[config.mk]
export PLATFORM = sky130hd
export DESIGN_NAME = post_wait_match_table_unit
export DESIGN_NICKNAME = d
export VERILOG_FILES = /design/src/rtl/pwmt_pkg.sv /design/src/rtl/post_wait_match_table_unit.sv /design/src/rtl/pwmt_cell.sv
export SDC_FILE = /design/constraint.sdc
export NUM_CORES = 2
export LEC_CHECK = 0
export BUFFER_PORTS_ARGS = -buffer_cell sky130_fd_sc_hd__buf_2
export CAP_MARGIN = 25
export CORE_MARGIN = 1
export CORE_UTILIZATION = 55
export DETAILED_ROUTE_END_ITERATION = 16
export PLACE_DENSITY = 0.71
export SYNTH_ARGS = -nofsm -noshare
export SYNTH_HDL_FRONTEND = slang
export SYNTH_SLANG_ARGS = --single-unit
export TNS_END_PERCENT = 30
[constraint.sdc]
create_clock -name clk -period 9.68 [get_ports clk]
set_input_delay 0.968 -clock clk [delete_from_list [all_inputs] [get_ports clk]]
set_output_delay 0.968 -clock clk [all_outputs]
set_load 0.005 [all_outputs]
[src/rtl/pwmt_pkg.sv]
// ----------------------------------------------------------------------------
// pwmt_pkg: shared types and constants of the post/wait match table
// Request and status codes, table sizing and the per-cell control bundle.
// ----------------------------------------------------------------------------
package pwmt_pkg;

	localparam int TABLE_DEPTH = 32;
	localparam int CNT_W       = $clog2(TABLE_DEPTH + 1);
	localparam int NODE_W      = 16;
	localparam int TAG_W       = 32;
	localparam int TOTAL_W     = 6;

	typedef enum logic [1:0] {
		REQ_POST          = 2'd0,
		REQ_WAIT_ANY      = 2'd1,
		REQ_WAIT_NODE     = 2'd2,
		REQ_WAIT_NODE_TAG = 2'd3
	} req_type_t;

	typedef enum logic [1:0] {
		ST_DONE     = 2'd0,
		ST_NO_MATCH = 2'd1,
		ST_FULL     = 2'd2
	} status_t;

	typedef enum logic {
		S_IDLE  = 1'b0,
		S_APPLY = 1'b1
	} state_t;

	typedef struct packed {
		logic cmp_en;    // capture a fresh match result
		logic use_tag;   // tag must match as well
		logic occupied;  // slot holds a live entry
		logic load;      // write the posted entry into this slot
		logic shift;     // take the entry of the upper neighbor
	} cell_ctl_t;

	typedef struct packed {
		req_type_t          kind;
		logic [NODE_W-1:0]  node;
		logic [TAG_W-1:0]   tag;
	} req_t;

	// OR of bit i and every bit above it, built by doubling spans
	function automatic logic [TABLE_DEPTH-1:0] suffix_or(input logic [TABLE_DEPTH-1:0] m);
		logic [TABLE_DEPTH-1:0] s;
		s = m;
		for (int k = 1; k < TABLE_DEPTH; k = k * 2) begin
			s = s | (s >> k);
		end
		return s;
	endfunction

endpackage

[src/rtl/post_wait_match_table_unit.sv]
// ----------------------------------------------------------------------------
// post_wait_match_table_unit: ordered table of posted (node, tag) entries
// Post appends, the wait requests remove the newest (matching) entry and
// the entries above it move down one slot.
// ----------------------------------------------------------------------------
// Usage:
//   Requests arrive on the s_axis stream, one request per transfer. Every
//   request returns one result transfer on m_axis: the status and the number
//   of entries held afterwards.
//   Each request passes a compare cycle and an update cycle: in the accept
//   cycle every cell of the slot chain compares its entry with the key; in
//   the update cycle the chain shifts or loads and the result is registered.
//   A new request is taken only once the previous one has finished this
//   compare-then-update pass; m_axis shows the registered result.
//   While a result waits on a stalled receiver, one more request is taken
//   and compared; its update then holds until the pending result leaves.
//   Reset empties the table (count zero) and drops any pending result; slot
//   contents are not cleared, only slots below the count are ever used.
//   A post to a full table is dropped and reports full.
// ----------------------------------------------------------------------------
module post_wait_match_table_unit (
	input  logic        clk,
	input  logic        arst_n,
	input  logic        s_axis_tvalid,
	output logic        s_axis_tready,
	input  logic [55:0] s_axis_tdata,   // req_type[1:0], node_id[17:2], tag_value[49:18]
	output logic        m_axis_tvalid,
	input  logic        m_axis_tready,
	output logic [7:0]  m_axis_tdata    // status[1:0], entry_total[7:2]
);
	import pwmt_pkg::*;

	state_t                  state_q, state_d;
	req_t                    req_q;
	logic [CNT_W-1:0]        cnt_q, cnt_d;
	logic                    out_valid_q;
	status_t                 out_status_q, status_d;
	logic [TOTAL_W-1:0]      out_total_q;

	logic                    in_fire, apply_go, post_ok, do_shift, any_match;
	req_type_t               in_kind;
	cell_ctl_t               ctl [TABLE_DEPTH];
	logic [NODE_W-1:0]       node_vec [TABLE_DEPTH];
	logic [TAG_W-1:0]        tag_vec  [TABLE_DEPTH];
	logic [TABLE_DEPTH-1:0]  match_vec, above;

	assign in_kind  = req_type_t'(s_axis_tdata[1:0]);
	assign in_fire  = s_axis_tvalid && s_axis_tready;
	assign any_match = |match_vec;
	assign above    = suffix_or(match_vec) >> 1;

	// request controller
	always_ff @(posedge clk or negedge arst_n) begin
		if (!arst_n) begin
			state_q <= S_IDLE;
		end else begin
			state_q <= state_d;
		end
	end

	always_comb begin
		state_d       = state_q;
		apply_go      = 1'b0;
		s_axis_tready = 1'b0;
		unique case (state_q)
			S_IDLE: begin
				s_axis_tready = 1'b1;
				if (s_axis_tvalid) begin
					state_d = S_APPLY;
				end
			end
			S_APPLY: begin
				// hold the update while the previous result is still pending
				if (!out_valid_q || m_axis_tready) begin
					apply_go = 1'b1;
					state_d  = S_IDLE;
				end
			end
			default: state_d = S_IDLE;
		endcase
	end

	// request decode against the captured match results
	always_comb begin
		cnt_d    = cnt_q;
		status_d = ST_DONE;
		post_ok  = 1'b0;
		do_shift = 1'b0;
		unique case (req_q.kind) inside
			REQ_POST: begin
				if (cnt_q == CNT_W'(TABLE_DEPTH)) begin
					status_d = ST_FULL;
				end else begin
					post_ok = 1'b1;
					cnt_d   = cnt_q + 1'b1;
				end
			end
			REQ_WAIT_ANY: begin
				if (cnt_q == '0) begin
					status_d = ST_NO_MATCH;
				end else begin
					cnt_d = cnt_q - 1'b1;
				end
			end
			REQ_WAIT_NODE, REQ_WAIT_NODE_TAG: begin
				if (any_match) begin
					do_shift = 1'b1;
					cnt_d    = cnt_q - 1'b1;
				end else begin
					status_d = ST_NO_MATCH;
				end
			end
			default: status_d = ST_NO_MATCH;
		endcase
	end

	always_comb begin
		for (int i = 0; i < TABLE_DEPTH; i++) begin
			ctl[i].cmp_en   = in_fire;
			ctl[i].use_tag  = (in_kind == REQ_WAIT_NODE_TAG);
			ctl[i].occupied = (CNT_W'(i) < cnt_q);
			ctl[i].load     = apply_go && post_ok && (cnt_q == CNT_W'(i));
			// slots from the removed one upward take their upper neighbor
			ctl[i].shift    = apply_go && do_shift && !above[i];
		end
	end

	for (genvar g = 0; g < TABLE_DEPTH; g++) begin : g_cell
		logic [NODE_W-1:0] up_node;
		logic [TAG_W-1:0]  up_tag;
		if (g == TABLE_DEPTH - 1) begin : g_top
			assign up_node = '0;
			assign up_tag  = '0;
		end else begin : g_mid
			assign up_node = node_vec[g+1];
			assign up_tag  = tag_vec[g+1];
		end
		pwmt_cell u_cell (
			.clk        (clk),
			.arst_n     (arst_n),
			.ctl        (ctl[g]),
			.key_node   (s_axis_tdata[17:2]),
			.key_tag    (s_axis_tdata[49:18]),
			.load_node  (req_q.node),
			.load_tag   (req_q.tag),
			.upper_node (up_node),
			.upper_tag  (up_tag),
			.node       (node_vec[g]),
			.tag        (tag_vec[g]),
			.match      (match_vec[g])
		);
	end

	always_ff @(posedge clk) begin
		if (in_fire) begin
			req_q.kind <= in_kind;
			req_q.node <= s_axis_tdata[17:2];
			req_q.tag  <= s_axis_tdata[49:18];
		end
	end

	always_ff @(posedge clk or negedge arst_n) begin
		if (!arst_n) begin
			cnt_q       <= '0;
			out_valid_q <= 1'b0;
		end else begin
			if (apply_go) begin
				cnt_q       <= cnt_d;
				out_valid_q <= 1'b1;
			end else if (m_axis_tready) begin
				out_valid_q <= 1'b0;
			end
		end
	end

	always_ff @(posedge clk) begin
		if (apply_go) begin
			out_status_q <= status_d;
			out_total_q  <= TOTAL_W'(cnt_d);
		end
	end

	assign m_axis_tvalid = out_valid_q;
	assign m_axis_tdata  = {out_total_q, out_status_q};

	// checks
	a_cnt_range: assert property (@(posedge clk) disable iff (!arst_n)
		cnt_q <= CNT_W'(TABLE_DEPTH))
		else $error("entry count beyond table depth");

	a_accept_to_apply: assert property (@(posedge clk) disable iff (!arst_n)
		in_fire |=> (state_q == S_APPLY))
		else $error("accepted request did not reach the update cycle");

	a_post_grows: assert property (@(posedge clk) disable iff (!arst_n)
		(apply_go && (req_q.kind == REQ_POST) && (cnt_q != CNT_W'(TABLE_DEPTH)))
		|=> (cnt_q == $past(cnt_q) + 1'b1))
		else $error("post did not grow the table by one");

	a_total_tracks: assert property (@(posedge clk) disable iff (!arst_n)
		out_valid_q |-> (out_total_q == TOTAL_W'(cnt_q)))
		else $error("reported total differs from held count");

	a_one_removed: assert property (@(posedge clk) disable iff (!arst_n)
		(apply_go && do_shift) |=> (cnt_q == $past(cnt_q) - 1'b1))
		else $error("matched wait did not remove exactly one entry");

endmodule

[src/rtl/pwmt_cell.sv]
// ----------------------------------------------------------------------------
// pwmt_cell: one slot of the match table
// Holds one (node, tag) entry, compares it against a wait key and loads,
// keeps or takes the entry of its upper neighbor.
// ----------------------------------------------------------------------------
module pwmt_cell (
	input  logic                      clk,
	input  logic                      arst_n,
	input  pwmt_pkg::cell_ctl_t       ctl,
	input  logic [pwmt_pkg::NODE_W-1:0] key_node,
	input  logic [pwmt_pkg::TAG_W-1:0]  key_tag,
	input  logic [pwmt_pkg::NODE_W-1:0] load_node,
	input  logic [pwmt_pkg::TAG_W-1:0]  load_tag,
	input  logic [pwmt_pkg::NODE_W-1:0] upper_node,
	input  logic [pwmt_pkg::TAG_W-1:0]  upper_tag,
	output logic [pwmt_pkg::NODE_W-1:0] node,
	output logic [pwmt_pkg::TAG_W-1:0]  tag,
	output logic                      match
);
	import pwmt_pkg::*;

	logic [NODE_W-1:0] node_q;
	logic [TAG_W-1:0]  tag_q;
	logic              match_q;
	logic              hit;

	assign hit = ctl.occupied && (node_q == key_node) && (!ctl.use_tag || (tag_q == key_tag));

	always_ff @(posedge clk or negedge arst_n) begin
		if (!arst_n) begin
			match_q <= 1'b0;
		end else if (ctl.cmp_en) begin
			match_q <= hit;
		end
	end

	always_ff @(posedge clk) begin
		if (ctl.load) begin
			node_q <= load_node;
			tag_q  <= load_tag;
		end else if (ctl.shift) begin
			node_q <= upper_node;
			tag_q  <= upper_tag;
		end
	end

	assign node  = node_q;
	assign tag   = tag_q;
	assign match = match_q;

endmodule

==> flow_metrics.tcl <==
set metrics [dict create \
    crit_top_cell "buf_4" \
    coreArea_um2 156400 \
    num-nets-final 6035 \
    dp_slack_ns 4.464 \
    finClkSkew_ns 0.02705 \
    start_util_pct 55.43 \
    path_cells "inv_1, ha_1, nor3b_2, a2111oi_4, and2_1, nand3_2, buf_4, o21ai_4, buf_4" \
    max-vdd-ir-drop_uv 178.4 \
    tightest_slew_ns 1.165 \
    ys_ff_latch 1634 \
    path_class "register to register" \
    cts_tree "done" \
    first_global_vias 53580 \
    clock-root-buffer "clkbuf_16" \
    dr_total_vias 53410 \
    portBuffers 63 \
    drtIter0Drc 6731 \
    finalHoldViolCount 0 \
    rsz0062_at_grt "no" \
    worstPathArrival_ns 5.55 \
    cts_hold_buf 0 \
    grt_max_degree 50 \
    slowest_stage "dfrtp_1" \
    final_common_cell "edfxtp_1" \
    synth_edf_count 1594 \
    critPathMaxFanout 49 \
    clock_sinks 1634 \
    cp.depth 9 \
    crit_path_end_kind "register" \
    relSlewSlack_pct 22.30 \
    drt-total-wl_mm 274.7 \
    place_congestion 0.9082 \
    die_h_um 399 \
    final_cell_area_um2 94850 \
    placed_cell_area_um2 89290 \
    layout_common_cells "1594 x edfxtp_1, 1485 x mux2_2, 1046 x xnor2_1, 492 x xor2_1, 289 x nand4_1" \
    wl_per_cell_um 33.61 \
    gr-total-overflow 0 \
    grt_pass1_wl_mm 389.6 \
    drv_slew 0 \
    ctsResizeCount 0 \
    clock_latency_ns 0.82 \
    hold_path.class "input port to asynchronous set/reset pin" \
    track_usage_pct 34.38 \
    clk_path_buf_depth 3 \
    fin_crit_sh_pct 52.53 \
    synth_nets 6146 \
    ant_nets 0 \
    startpoint_type "register" \
    power_density_nw_per_um2 177.9 \
    post-cts-setup-buffers 0 \
    synth_flop_cell "edfxtp_1" \
    clk_pin_slew_ns 0.06 \
    cts_buffers 176 \
    yosysSeqAreaShare_pct 56.37 \
    syn-instance-count 6082 \
    fmax_ghz 0.1967 \
    async_flop_share_pct 2.448 \
    crit_buf_inv 3 \
    ys_types 58 \
    tns_ns 0 \
    avgSynthCellArea_um2 14.25 \
    syn_area_um2 86680 \
    pin_count 70 \
    dp_hpwl_mm 172.6 \
    die-width_um 399 \
    drtPass1Iterations 8 \
    antenna_found_initial 19 \
    drv_cap 0 \
    worst-r2r-cell-count 9 \
    p_leak_nw 30.15 \
    period_minus_slack_ns 5.085 \
    critPathMaxStageDelay_ns 0.84 \
    drive_above_1_share_pct 33.69 \
    die-area_um2 159200 \
    via_per_inst 6.534 \
    rows 145 \
    critPathTopFamily "simple AND/OR/NAND/NOR gates" \
    outcome "completed" \
    ys_warn_count 0 \
    drc 0 \
    setup_viol 0 \
    h-tree-depth 4 \
    syn2layout_area_growth_pct 9.424 \
    fin_ws_ns 4.595 \
    cp.required_ns 10.15 \
]
==> kinds of logic (layout without fill, tap and decap cells) <==
| kind of cell | Yosys count | in the layout | share of synthesized area, % |
|---|---|---|---|
| AND/OR/NAND/NOR | 723 | 723 | 4.906 |
| buffers and inverters | 546 | 575 | 2.621 |
| XOR/XNOR | 1538 | 1538 | 15.54 |
| flip-flops | 1634 | 1634 | 56.37 |
| multiplexers | 1489 | 1489 | 19.34 |
| adder cells (fa/ha/maj) | 4 | 4 | 0.05774 |
| other | 0 | 4 | 0 |
| AO/OA/AOI/OAI | 148 | 148 | 1.160 |
==> registers in the layout, summed over array words and instances, names as in the netlist <==
register,count
g_cell.u_cell.tag,1024
g_cell.u_cell.node,512
req_q,50
g_cell.u_cell.match,32
cnt_q,6
out_total_q,6
out_status_q,2
m_axis_tvalid,1
state_q,1
==> worst paths after layout <==
check	startpoint	endpoint	slack (ns)
min in group clk	s_axis_tdata[0]	req_q[48]	0.46
setup / recovery	cnt_q[1]	g_cell[30].u_cell.node[0]	4.60
hold / removal	arst_n	g_cell[27].u_cell.match	0.27
hold reg to reg	g_cell[22].u_cell.match	g_cell[22].u_cell.match	0.50
max in group asynchronous	arst_n	g_cell[8].u_cell.match	8.92
setup reg to reg	cnt_q[1]	g_cell[30].u_cell.node[0]	4.60
==> synthesized netlist by cell type, drive strengths merged, types with 37 or more instances <==
master	instances	share of area (%)
nand4	289	2.1
and3	51	0.37
edfxtp	1594	55
nor4	176	1.3
xor2	492	5.0
buf	299	1.6
nand2	58	0.25
nand3	37	0.21
mux2	1488	19
o21ai	44	0.25
clkbuf	237	1.0
dfrtp	40	1.2
xnor2	1046	11
==> per-layer routing <==
metal  global-route usage [%]  vias to the layer above  wire length, um
met5                        0                        -               47
met4                    17.19                        6            15800
met3                    5.937                      776            23640
met2                    56.15                     2947           131000
met1                    44.29                    27370           104200
li1                         -                    22300                -
==> worst register-to-register path, delay by kind of cell (launching register included) <==
family	cells	cell delay (ns)
and+or+nand+nor	3	1.15
adders and majority gates	1	0.47
AOI/OAI and AO/OA	2	1.14
buffers and inverters	3	1.12
DFF	1	0.84
==> power by group <==
group          switching [mW]  internal, mW  leakage (nW)
sequential              0.250          7.88          14.7
clock                    2.90          3.74          2.72
combinational            1.55         0.564          12.7
total                    4.69          12.2          30.2
==> through the flow <==
step | util, % | hold WS, ns | total power [mW] | cells
final | 60.65 | 0.2655 | 16.88 | 8173
after global placement | 57.04 | 0.4674 | 10.26 | 7847
after global routing | 60.65 | 0.2983 | 17.21 | 8169
after detailed placement | 57.10 | 0.4817 | 10.29 | 7851
after floorplan | - | 0.4448 | 9.260 | 6082
after CTS | 60.65 | 0.2409 | 16.84 | 8169
==> area by class of cell <==
type,count,area [um^2]
clock inverter,93,777.0
inverter,10,37.54
antenna,4,10.01
fill,11890,61530
multi-input combinational,3902,36060
clock buffer,225,4773
tap,2058,2575
sequential,1634,48870
timing repair buffer,247,1757
Note: power is estimated with default switching activity, not from simulation.
